===== src/design/wcnm_pkg.sv =====
// Shared constants, controller states and control structs for the nearest match block.
package wcnm_pkg;

    localparam int WCNM_MAX_ENTRIES = 256;
    localparam int WCNM_INDEX_BITS  = 9;

    localparam int NUM_CATS    = 4;
    localparam int CAT_BITS    = 2;
    localparam int SLOT_BITS   = 8;
    localparam int COUNT_BITS  = 9;
    localparam int NUMBER_BITS = 9;
    localparam int DIST_BITS   = 40;

    localparam logic MODE_WRITE = 1'b0;
    localparam logic MODE_QUERY = 1'b1;

    typedef enum logic [2:0] {
        ST_IDLE,
        ST_CHECK,
        ST_WISH,
        ST_SCAN,
        ST_DRAIN,
        ST_RESULT
    } wcnm_state_t;

    typedef struct packed {
        logic take;
        logic rd_wish;
        logic weight_sq;
        logic load_wish;
        logic scan_issue;
        logic load_result;
    } wcnm_cmd_t;

    typedef struct packed {
        logic bad;
        logic scan_last;
        logic pipe_busy;
        logic out_free;
    } wcnm_status_t;

endpackage


===== src/design/wcnm_ctrl.sv =====
// Controller state machine sequencing writes, query setup, scan, drain and result.
module wcnm_ctrl (
    input  logic                    clk,
    input  logic                    rst_n,
    input  logic                    in_valid,
    input  logic                    mode,
    input  wcnm_pkg::wcnm_status_t  status,
    output wcnm_pkg::wcnm_cmd_t     cmd,
    output logic                    in_stall
);

    import wcnm_pkg::*;

    wcnm_state_t state_reg;
    wcnm_state_t state_next;

    always_ff @(posedge clk or negedge rst_n)
    begin
        if (!rst_n)
        begin
            state_reg <= ST_IDLE;
        end
        else
        begin
            state_reg <= state_next;
        end
    end

    always_comb
    begin
        state_next = state_reg;
        case (state_reg)
            ST_IDLE:
            begin
                if (in_valid && (mode == MODE_QUERY))
                begin
                    state_next = ST_CHECK;
                end
            end
            ST_CHECK:
            begin
                state_next = status.bad ? ST_RESULT : ST_WISH;
            end
            ST_WISH:
            begin
                state_next = ST_SCAN;
            end
            ST_SCAN:
            begin
                if (status.scan_last)
                begin
                    state_next = ST_DRAIN;
                end
            end
            ST_DRAIN:
            begin
                if (!status.pipe_busy)
                begin
                    state_next = ST_RESULT;
                end
            end
            ST_RESULT:
            begin
                if (status.out_free)
                begin
                    state_next = ST_IDLE;
                end
            end
            default:
            begin
                state_next = ST_IDLE;
            end
        endcase
    end

    always_comb
    begin
        cmd      = '0;
        in_stall = 1'b1;
        case (state_reg)
            ST_IDLE:
            begin
                cmd.take = 1'b1;
                in_stall = 1'b0;
            end
            ST_CHECK:
            begin
                cmd.rd_wish   = 1'b1;
                cmd.weight_sq = 1'b1;
            end
            ST_WISH:
            begin
                cmd.load_wish = 1'b1;
            end
            ST_SCAN:
            begin
                cmd.scan_issue = 1'b1;
            end
            ST_DRAIN:
            begin
                cmd = '0;
            end
            ST_RESULT:
            begin
                cmd.load_result = status.out_free;
            end
            default:
            begin
                cmd = '0;
            end
        endcase
    end

endmodule


===== config.mk =====
export PLATFORM = sky130hd
export DESIGN_NAME = wcnm_ctrl
export DESIGN_NICKNAME = d
export VERILOG_FILES = /design/src/design/wcnm_pkg.sv /design/src/design/wcnm_ctrl.sv
export SDC_FILE = /design/constraint.sdc
export NUM_CORES = 1
export LEC_CHECK = 0
export BUFFER_PORTS_ARGS = -buffer_cell sky130_fd_sc_hd__buf_2
export CAP_MARGIN = 20
export CORE_AREA = 2 2 39 41
export CTS_CLUSTER_DIAMETER = 200
export CTS_CLUSTER_SIZE = 12
export DETAILED_ROUTE_END_ITERATION = 8
export DIE_AREA = 0 0 41 43
export SETUP_SLACK_MARGIN = 0.1
export SLEW_MARGIN = 20
export SYNTH_ARGS = -nofsm -noshare
export SYNTH_HDL_FRONTEND = slang
export SYNTH_SLANG_ARGS = --single-unit

===== constraint.sdc =====
create_clock -name clk -period 1.37 [get_ports clk]
set_clock_uncertainty 0.05 [all_clocks]
set_input_delay 0.0685 -clock clk [delete_from_list [all_inputs] [get_ports clk]]
set_output_delay 0.0685 -clock clk [all_outputs]
set_load 0.005 [all_outputs]

## Yosys cells after proc, flatten, opt, wreduce, memory -nomap -nowiden

Cells that the tools add are included.

| operators by class | value |
|---|---|
| shift operators | 0 |
| bitwise operators | 0 |
| add/sub/neg operators | 0 |
| multiplexer cells | 12 |
| multipliers | 0 |
| reduce and logical (&&, ||, !) cells | 3 |
| eq/ne operators | 9 |
| $lt $le $gt $ge | 0 |
| divide/modulo/power cells | 0 |

Operators by type and width:

| kind | count |
|---|---|
| 3-bit case mux with 6 select lines | 1 |
| 3-bit 2-to-1 mux | 5 |
| 2-bit != test, second input constant | 4 |
| 3-bit by 2-bit == test with 1-bit output, second input constant | 2 |
| 3-bit == test, second input constant | 2 |
| 1-bit 2-to-1 mux | 5 |
| 4-bit AND reduction | 1 |
| 3-bit by 1-bit == test with 1-bit output, second input constant | 1 |
| 3-bit zero test | 1 |
| 2-bit 2-to-1 mux | 1 |
| 1-bit logical AND | 1 |

| word-level totals | value |
|---|---|
| logic and storage cells | 25 |
| bits of input ports | 8 |
| memories | 0 |
| bits in latches | 0 |
| output and inout port bits | 7 |
| RAM bits | 0 |
| memory bits (read-only) | 0 |
| bits in registers | 3 |

## Longest topological paths before layout

Gate-level depths: netlist of the first run.

| logic depth | value |
|---|---|
| word-level depth | 3 |
| gate-level depth with buffers | 4 |
| gate-level depth less buffers | 3 |

## Least setup slack after synthesis of the first run

Ideal clock, no wire load.

| timing | value |
|---|---|
| kind | register to register |
| start point | reg state_reg[2] |
| end point | reg state_reg[0] |
| setup time | 80 ps |
| required time | 1240 ps |
| cell stages (with the launch flop) | 4 |
| buffers on the path | 0 |
| clock period less this slack | 1058 ps |
| path slack | 312 ps |
| data arrival time | 928 ps |
| cell sequence | dfrtp_1 -> nand2b_2 -> a211o_1 -> o211ai_2 |

| between the ends | value |
|---|---|
| cells in the longest elaborated chain, start to end | 3 |
| elaborated cells between the ends (all ways) | 12 |
| those cells by class | eq/ne: 9; mux: 1; reduce/logical: 2 |

RTL lines:

| what | line | text |
|---|---|---|
| from (decl) | wcnm_ctrl.sv:14 | `wcnm_state_t state_reg;` |
| from (signal assigned) | wcnm_ctrl.sv:25 | `state_reg <= state_next;` |
| 3-bit by 2-bit == test with 1-bit output (tied with other cells) | wcnm_ctrl.sv:32 | `case (state_reg)` |
| 2-bit != test (no line) | -- |  |
| 4-bit AND reduction (no line) | -- |  |

Several ways; a longest one is shown, not always the timed one.
A chain may end at the register's enable or synchronous reset.

==> metrics.csv, run 1 <==
stage;metric;value;unit
floorplanning;row_count;14;
synthesis;synth-seq-cells;3;
clock_tree;numCtsBuffers;3;
synthesis;synth.distinct_cells;18;
timing;finalHoldViolCount;0;
routing;ant_nets;0;
cells_and_area;n_antenna_cell;0;
timing;fin_crit;1280;ps
routing;first_pass_iters;3;
timing;finalSetupViolations;0;
worst_setup_path;r2r_cells;5;
floorplanning;fp.coreArea;0.00138;mm^2
floorplanning;die_w;41;um
synthesis;synth.most_common_cell;nor2_1;
timing;fin_crit_sh;93.7;%
synthesis;yosys.area.top_type_share;33.9;%
worst_setup_path;crit_buf_inv;2;
timing;hold_slack;110;ps
worst_setup_path;cp_max_fo;3;
global_route;use_met3;4.71;%
synthesis;synth_area_per_cell;8.52;um^2
floorplanning;io_pins;15;
clock_tree;cts-htree-levels;1;
worst_setup_path;critPathKind;reg -> out;
cells_and_area;nets;57;
global_route;grt_overflow_total;0;
timing;rsz0062_at_grt;yes;
worst_setup_path;reg2reg_to;state_reg[0]$_DFFE_PN0P_;
synthesis;synth-main-ff-cell;dfrtp_1;
worst_setup_path;critPathLaunchType;flip-flop;
synthesis;syn_nets;34;
worst_setup_path;cp_cell_sequence;or3_4 > inv_2 > buf_6;
timing;slew_headroom;88.1;%
clock_tree;cts_tree;done;
worst_setup_path;crit_path_max_incr_delay;410;ps
synthesis;synth_area;221;um^2
routing;vias;261;
global_route;use_met2;10.0;%
worst_setup_path;crit_family;flip-flops;
routing;wl_per_cell;8.77;um
placement;gp_congestion;0.717;
clock_tree;path_clk_slew;40;ps
floorplanning;chipHeight;43;um
synthesis;ys_seq_area_share;33.9;%
synthesis;synth_area_leaders;dfrtp_1, nor2_1, o211ai_2;
synthesis;synth_warnings;0;
synthesis;async_flop_share;100;%
worst_setup_path;rrSetupSlack;150;ps
clock_tree;clock-sinks;3;
synthesis;synth_common_cells;nor2_1, dfrtp_1, inv_1, nand2_1, or3_1;
global_route;grt_pass1_wl;897;um
synthesis;synth_top_area_cell;dfrtp_1;
worst_setup_path;arrival;1170;ps
global_route;grt_use_met1;9.68;%
clock_tree;clockBufferDepth;2;
global_route;grt_util_all_layers;8.34;%
worst_setup_path;slowest_stage;dfrtp_2;
power;cellPowerDensity;2080;mW/mm^2
global_route;grt_max_degree;8;
routing;post-route-drc-count;0;
global_route;antenna_found_initial;0;
worst_setup_path;required;1250;ps
placement;place_hpwl;400;um
routing;drt-initial-drc-count;1;
timing;fin_setup_tns;0;ps
global_route;grt.busiest_layer;met2;
routing;viasPerCell;4.08;
cells_and_area;largest_reg_flops;3;
synthesis;syn_inst;26;
cells_and_area;drive_above_1_share;68.8;%
global_route;grt_pass1_vias;239;
timing;report.final.slew_viol_count;0;
cells_and_area;area_growth;78.0;%
outcome;outcome;complete, no violations;
worst_setup_path;endpoint_kind;primary output;
flow_run;drv_cap;0;
routing;wl;561;um
placement;port_buffers;14;
power;p_leak;0.000196;uW
timing;fmax;779;MHz
synthesis;synth-edff-count;0;
clock_tree;ctsRootBufferMaster;clkbuf_4;
power;irDropWorstVdd;0.519;mV
worst_setup_path;reg2reg_from;state_reg[1]$_DFFE_PN0P_;
floorplanning;initial_core_util;16.0;%
clock_tree;worstSkewPairLatency;230;ps
hold_path;hold_class;in -> async;
floorplanning;dieArea;0.00176;mm^2
timing;worstMarginPinSlew;178;ps
-- where the power goes --
part / switching [uW] / internal, uW
clock network: 44.5 / 109
logic: 204 / 284
registers: 43.6 / 136
total: 293 / 529
-- layout make-up --
type                    instances  area (um^2)
clock buffers                   4         26.3
well taps                      16         20.0
fillers                       159          990
repair buffers                 20          124
flip-flops and latches          3         78.8
inverters                       2         7.51
multi-input cells              19          138
-- worst max-delay path by stage --
stage / startpoint / to / slack (ps) / depth (start not counted)
global placement: state_reg[1]$_DFFE_PN0P_ / cmd[5] / 240 / 3
detailed placement: state_reg[0]$_DFFE_PN0P_ / cmd[5] / 240 / 3
global route: state_reg[0]$_DFFE_PN0P_ / cmd[5] / 50 / 3
floorplan: state_reg[2]$_DFFE_PN0P_ / state_reg[0]$_DFFE_PN0P_ / 310 / 3
finish: state_reg[0]$_DFFE_PN0P_ / cmd[5] / 90 / 3
CTS: state_reg[1]$_DFFE_PN0P_ / cmd[5] / 80 / 3
-- routing by layer --
layer,routed length (um),up-vias
li1,-,134
met1,236,116
met2,275,11
met3,50,0
met4,0,0
met5,0,-
-- cell usage in the layout (no fill, tap or decap) --
cell / count
buf_2: 13
buf_4: 5
nor2_1: 3
clkbuf_4: 3
dfrtp_2: 3
nand2_1: 2
inv_1: 1
nand2b_2: 1
nor3_2: 1
nor2_2: 1
or3_4: 1
inv_2: 1
nor3b_2: 1
nand3_1: 1
and2b_4: 1
a211o_1: 1
a21oi_1: 1
or3_1: 1
o211ai_2: 1
a22oi_1: 1
mux2i_1: 1
o21ai_0: 1
clkbuf_1: 1
dlygate4sd3_1: 1
buf_6: 1
-- metrics by stage --
stage / std cells / setup slack (ps) / total power (uW) / cell area, um^2 / utilization, %
2_1_floorplan: 26 / 312 / 421 / 221 / -
3_3_place_gp: 54 / 241 / 505 / 293 / 21.2
3_5_place_dp: 54 / 244 / 508 / 293 / 21.2
4_1_cts: 64 / 83.3 / 758 / 369 / 26.7
5_1_grt: 64 / 46.3 / 907 / 394 / 28.5
6_report: 64 / 86.2 / 821 / 394 / 28.5
-- logic make-up (layout without fill, tap and decap cells) --
kind of cell / after synthesis / count (layout) / share of synthesized area, %
compound gates: 5 / 5 / 17.5
buf+inv: 4 / 26 / 11.9
mux: 1 / 1 / 4.52
simple gates: 13 / 13 / 32.2
flops: 3 / 3 / 33.9
-- what timing repair did --
item	CTS	global route
gates resized for setup	2	7
buffers inserted	5	0
hold buffers	1	0
cloned	0	0
pin swaps	1	1
endpoints found under the hold margin	3	0
endpoints found under the setup margin	3	6
Note: power is estimated with default switching activity, not from simulation.
==> run 2, diff against run 1 <==
PLACE_DENSITY_LB_ADDON = 0.1   (was not set)
==> run 2 against run 1 <==
Wire length is 20% higher. First-iteration DRC count rose to 3.0 times the previous value. Via count rose by 4.6%. Die area stayed put. Largest power group unchanged. Flip-flop and latch count did not move. Largest cell class unchanged. Global-route usage increased by 0.99 points.
==> metrics.csv, run 2 (same netlist as run 1, synthesis figures left out) <==
stage;metric;value;unit
floorplanning;row_count;14;
power;switchingPower;299;uW
clock_tree;numCtsBuffers;3;
power;p_int;530;uW
global_route;grt_util_all_layers;9.33;%
cells_and_area;layout_commonest_cell;buf_2;
cells_and_area;final_cell_mix;buf_2, buf_4, nor2_1, clkbuf_4, dfrtp_2;
timing;finalHoldViolCount;0;
power;irDropWorstVdd;0.411;mV
worst_setup_path;cp_max_fo;3;
global_route;grt_pass1_wl;993;um
routing;ant_nets;0;
worst_setup_path;required;1250;ps
cells_and_area;largest_reg_flops;3;
timing;finalSetupViolations;0;
clock_tree;clock-sinks;3;
routing;viasPerCell;4.27;
floorplanning;chipHeight;43;um
timing;fin_setup_tns;0;ps
clock_tree;clockBufferDepth;2;
clock_tree;worstSkewPairLatency;230;ps
power;p_leak;0.000195;uW
global_route;antenna_found_initial;0;
flow_run;drv_cap;0;
timing;slew_headroom;87.2;%
cells_and_area;utilization;28.1;%
clock_tree;cts_tree;done;
timing;report.final.slew_viol_count;0;
global_route;grt_overflow_total;0;
worst_setup_path;rrSetupSlack;220;ps
floorplanning;dieArea;0.00176;mm^2
timing;fmax;776;MHz
floorplanning;fp.coreArea;0.00138;mm^2
power;cellPowerDensity;2130;mW/mm^2
placement;port_buffers;14;
clock_tree;cts-htree-levels;1;
cells_and_area;area_growth;75.7;%
routing;first_pass_iters;4;
cells_and_area;drive_above_1_share;66.7;%
cells_and_area;nets;57;
hold_path;hold_class;in -> async;
worst_setup_path;reg2reg_from;state_reg[0]$_DFFE_PN0P_;
worst_setup_path;critPathKind;reg -> out;
floorplanning;die_w;41;um
power;finalPower;829;uW
placement;gp_congestion;0.740;
floorplanning;initial_core_util;16.0;%
worst_setup_path;r2r_cells;3;
routing;vias;273;
global_route;grt_pass1_vias;247;
routing;wl;673;um
worst_setup_path;critPathLaunchType;flip-flop;
routing;drt-initial-drc-count;3;
timing;rsz0062_at_grt;yes;
floorplanning;io_pins;15;
power;p_clk_share;18.8;%
routing;wl_per_cell;10.5;um
clock_tree;path_clk_slew;40;ps
worst_setup_path;reg2reg_to;state_reg[0]$_DFFE_PN0P_;
cells_and_area;fin_area;389;um^2
worst_setup_path;arrival;1170;ps
global_route;grt_max_degree;8;
power;p_seq_share;21.2;%
timing;fin_crit_sh;94.1;%
placement;placed_area;293;um^2
cells_and_area;n_antenna_cell;0;
timing;worstMarginPinSlew;192;ps
routing;post-route-drc-count;0;
power;p_comb_share;59.9;%
timing;fin_crit;1290;ps
outcome;outcome;complete, no violations;
worst_setup_path;endpoint_kind;primary output;
clock_tree;ctsRootBufferMaster;clkbuf_4;
power;sw_frac_of_total;36.1;%
==> run 2: cell counts in the layout (fill, tap and decap cells not counted) <==
Identical to the previous run, type by type.
==> run 2: power by group through the flow <==
stage                     clock network, uW  logic [uW]  registers, uW
final                                   156         497            176
after global routing                    168         555            184
after CTS                               165         426            176
after detailed placement                  0         310            212
after global placement                    0         313            211
after floorplan                           0         253            168
==> run 2: how the worst max path moves through the flow <==
stage | start | endpoint | slack (ps) | depth (start not counted)
after floorplan | state_reg[2]$_DFFE_PN0P_ | state_reg[0]$_DFFE_PN0P_ | 310 | 3
after global placement | state_reg[0]$_DFFE_PN0P_ | cmd[5] | 230 | 3
after detailed placement | state_reg[2]$_DFFE_PN0P_ | state_reg[0]$_DFFE_PN0P_ | 210 | 3
after CTS | state_reg[0]$_DFFE_PN0P_ | cmd[5] | 70 | 3
after global routing | state_reg[1]$_DFFE_PN0P_ | cmd[5] | 40 | 3
final | state_reg[1]$_DFFE_PN0P_ | cmd[5] | 80 | 3
==> run 2: repair_timing <==
| action | CTS | global route |
|---|---|---|
| endpoints found under the hold margin | 3 | 0 |
| pin swaps | 0 | 1 |
| hold buffers | 1 | 0 |
| resized for setup | 3 | 5 |
| setup endpoints to repair | 6 | 5 |
| buffers inserted | 4 | 1 |
==> run 2: critical path, stage by stage (launching register included) <==
cell,delay [ps]
dfrtp_2,410
or3_4,390
inv_2,60
buf_6,80
==> run 2: cell type report <==
class,instances,area [um^2]
timing repair buffer,20,124
fill,162,995
multi-input combinational,19,133
tap,16,20.0
clock buffer,4,26.3
sequential,3,78.8
inverter,2,7.51
==> run 2: routing by layer <==
metal | GRT usage, % | vias to the layer above | wire length [um]
li1 | - | 132 | -
met1 | 9.62 | 128 | 258
met2 | 13.1 | 11 | 357
met3 | 1.57 | 2 | 34
met4 | 12.0 | 0 | 22
met5 | 0 | - | 0
==> run 2: metrics by stage <==
| stage | setup WS, ps | hold WS, ps | std cells |
|---|---|---|---|
| floorplan | 312 | -277 | 26 |
| global placement | 232 | -183 | 54 |
| detailed placement | 209 | -184 | 54 |
| CTS | 68.7 | 95.7 | 63 |
| global route | 41.0 | 114 | 64 |
| finish | 81.0 | 105 | 64 |
==> run 3, diff against run 2 <==
BUFFER_PORTS_ARGS = -buffer_cell sky130_fd_sc_hd__buf_4   (was -buffer_cell sky130_fd_sc_hd__buf_2)
clock period = 1.5 ns   (was 1.37 ns; I/O delays follow)
==> run 3 against run 2 <==
Critical path depth did not move. Total power fell by 12%. Setup slack improved by 78 ps. Highest routed layer unchanged. First-iteration DRC count rose by 100%. Wire length fell by 5.1%. Hold slack improved by 5.6 ps. Clock power fell by 6%. Largest cell class is now non-clock buffers. Final cell count fell by 1.6%. Clock-buffer cell count did not move. Register-to-register slack improved by 40 ps. Combinational power fell by 18%. Core utilization rose by 0.54 points. Largest power group unchanged.
==> metrics.csv, run 3 (same netlist as run 1, synthesis figures left out) <==
stage;metric;value;unit
routing;ant_nets;0;
power;cellPowerDensity;1840;mW/mm^2
global_route;antenna_found_initial;0;
global_route;grt_overflow_total;0;
clock_tree;worstSkewPairLatency;240;ps
routing;wl_per_cell;10.1;um
power;p_seq_share;24.4;%
placement;gp_congestion;0.731;
clock_tree;ctsRootBufferMaster;clkbuf_4;
routing;viasPerCell;4.10;
routing;post-route-drc-count;0;
power;switchingPower;263;uW
clock_tree;numCtsBuffers;3;
floorplanning;initial_core_util;16.0;%
clock_tree;clock-sinks;3;
power;p_leak;0.000198;uW
worst_setup_path;cp_max_fo;8;
hold_path;hold_class;in -> async;
worst_setup_path;critPathKind;reg -> out;
cells_and_area;largest_reg_flops;3;
routing;wl;639;um
cells_and_area;drive_above_1_share;55.3;%
power;sw_frac_of_total;36.0;%
worst_setup_path;r2r_cells;5;
timing;finalHoldViolCount;0;
clock_tree;cts-htree-levels;1;
cells_and_area;nets;56;
global_route;grt_util_all_layers;9.03;%
worst_setup_path;startpoint;state_reg[0]$_DFFE_PN0P_;
timing;fin_crit_sh;89.4;%
outcome;outcome;complete, no violations;
worst_setup_path;reg2reg_from;state_reg[1]$_DFFE_PN0P_;
worst_setup_path;rrSetupSlack;260;ps
timing;hold_slack;111;ps
worst_setup_path;slowest_stage;dfrtp_2;
timing;fmax;746;MHz
timing;fin_crit;1340;ps
worst_setup_path;cp_cell_sequence;or3_1 > inv_1 > buf_4;
power;p_int;468;uW
floorplanning;row_count;14;
placement;place_hpwl;434;um
routing;drt-initial-drc-count;6;
worst_setup_path;endpoint_kind;primary output;
routing;vias;258;
floorplanning;dieArea;0.00176;mm^2
power;p_clk_share;20.1;%
timing;report.final.slew_viol_count;0;
clock_tree;cts_tree;done;
power;p_comb_share;55.5;%
placement;port_buffers;14;
worst_setup_path;arrival;1220;ps
floorplanning;die_w;41;um
worst_setup_path;required;1370;ps
worst_setup_path;critPathLaunchType;flip-flop;
floorplanning;chipHeight;43;um
worst_setup_path;crit_path_max_incr_delay;440;ps
timing;rsz0062_at_grt;no;
global_route;grt_max_degree;10;
cells_and_area;final_cell_mix;buf_4, nor2_1, clkbuf_4;
cells_and_area;layout_commonest_cell;buf_4;
cells_and_area;area_growth;79.1;%
clock_tree;clockBufferDepth;2;
clock_tree;path_clk_slew;40;ps
cells_and_area;fillCellCount;158;
timing;finalSetupViolations;0;
flow_run;drv_cap;0;
worst_setup_path;reg2reg_to;state_reg[0]$_DFFE_PN0P_;
global_route;grt_pass1_wl;966;um
timing;worstMarginPinSlew;212;ps
timing;slew_headroom;85.8;%
routing;first_pass_iters;3;
global_route;grt_pass1_vias;230;
power;irDropWorstVdd;0.346;mV
floorplanning;io_pins;15;
timing;fin_setup_tns;0;ps
cells_and_area;n_antenna_cell;0;
floorplanning;fp.coreArea;0.00138;mm^2
run 3: cell count changes in the layout (fill, tap and decap cells not counted):
cell	before	now
nor2_2	1	0
buf_4	5	18
buf_2	13	0
nor2_1	3	4
inv_2	1	0
dfrtp_2	3	2
buf_6	1	0
nor3b_2	1	0
or3_1	1	2
or3_4	1	0
inv_1	1	2
dfrtp_1	0	1
nor3b_1	0	1
run 3: final cells by class:
cell class              count  area (um^2)  area share [%]
clock buffers               4         26.3            6.62
inverters                   2         7.51            1.89
multi-input cells          19          120            30.3
flip-flops and latches      3         77.6            19.6
well taps                  16         20.0            5.05
repair buffers             19          145            36.6
run 3: worst max-delay path by stage:
stage,slack (ps),endpoint,cells after the start
finish,160,cmd[5],3
floorplan,440,state_reg[0]$_DFFE_PN0P_,3
detailed placement,350,state_reg[0]$_DFFE_PN0P_,3
global route,110,cmd[5],3
global placement,340,state_reg[0]$_DFFE_PN0P_,3
CTS,120,cmd[5],3
run 3: worst max-delay path, delay by kind of cell, from the launching register on:
| kind | cells | cell delay (ps) |
|---|---|---|
| AND/OR/NAND/NOR | 1 | 370 |
| buffers and inverters | 2 | 160 |
| flip-flops | 1 | 440 |
run 3: power groups by stage:
stage | Clock [uW] | Sequential, uW | Combinational, uW
after global placement | 0 | 190 | 336
after floorplan | 0 | 154 | 231
after CTS | 157 | 193 | 331
after global routing | 167 | 189 | 439
after detailed placement | 0 | 190 | 329
final | 147 | 178 | 406
run 3: routing by layer:
layer | vias to the layer above | wire length (um) | global-route usage (%)
met4 | 0 | 31 | 14.0
met2 | 10 | 302 | 10.3
met5 | - | 0 | 0
li1 | 131 | - | -
met1 | 114 | 272 | 10.6
met3 | 3 | 33 | 1.57
run 3: repair_timing:
| item | in CTS | in global routing |
|---|---|---|
| pin swaps | 0 | 1 |
| endpoints found under the setup margin | 1 | 1 |
| hold endpoints to repair | 3 | 0 |
| hold buffers | 1 | 0 |
| buffers inserted | 0 | 4 |
| resized for setup | 2 | 0 |
run 3: metrics by stage:
stage | power, uW | util (%) | worst slack [ps] | area (um^2) | instances
after floorplan | 385 | - | 442 | 221 | 26
after global placement | 526 | 23.7 | 341 | 328 | 54
after global routing | 796 | 28.7 | 111 | 397 | 63
final | 731 | 28.7 | 159 | 397 | 63
after CTS | 682 | 26.5 | 117 | 367 | 59
after detailed placement | 518 | 23.7 | 351 | 328 | 54
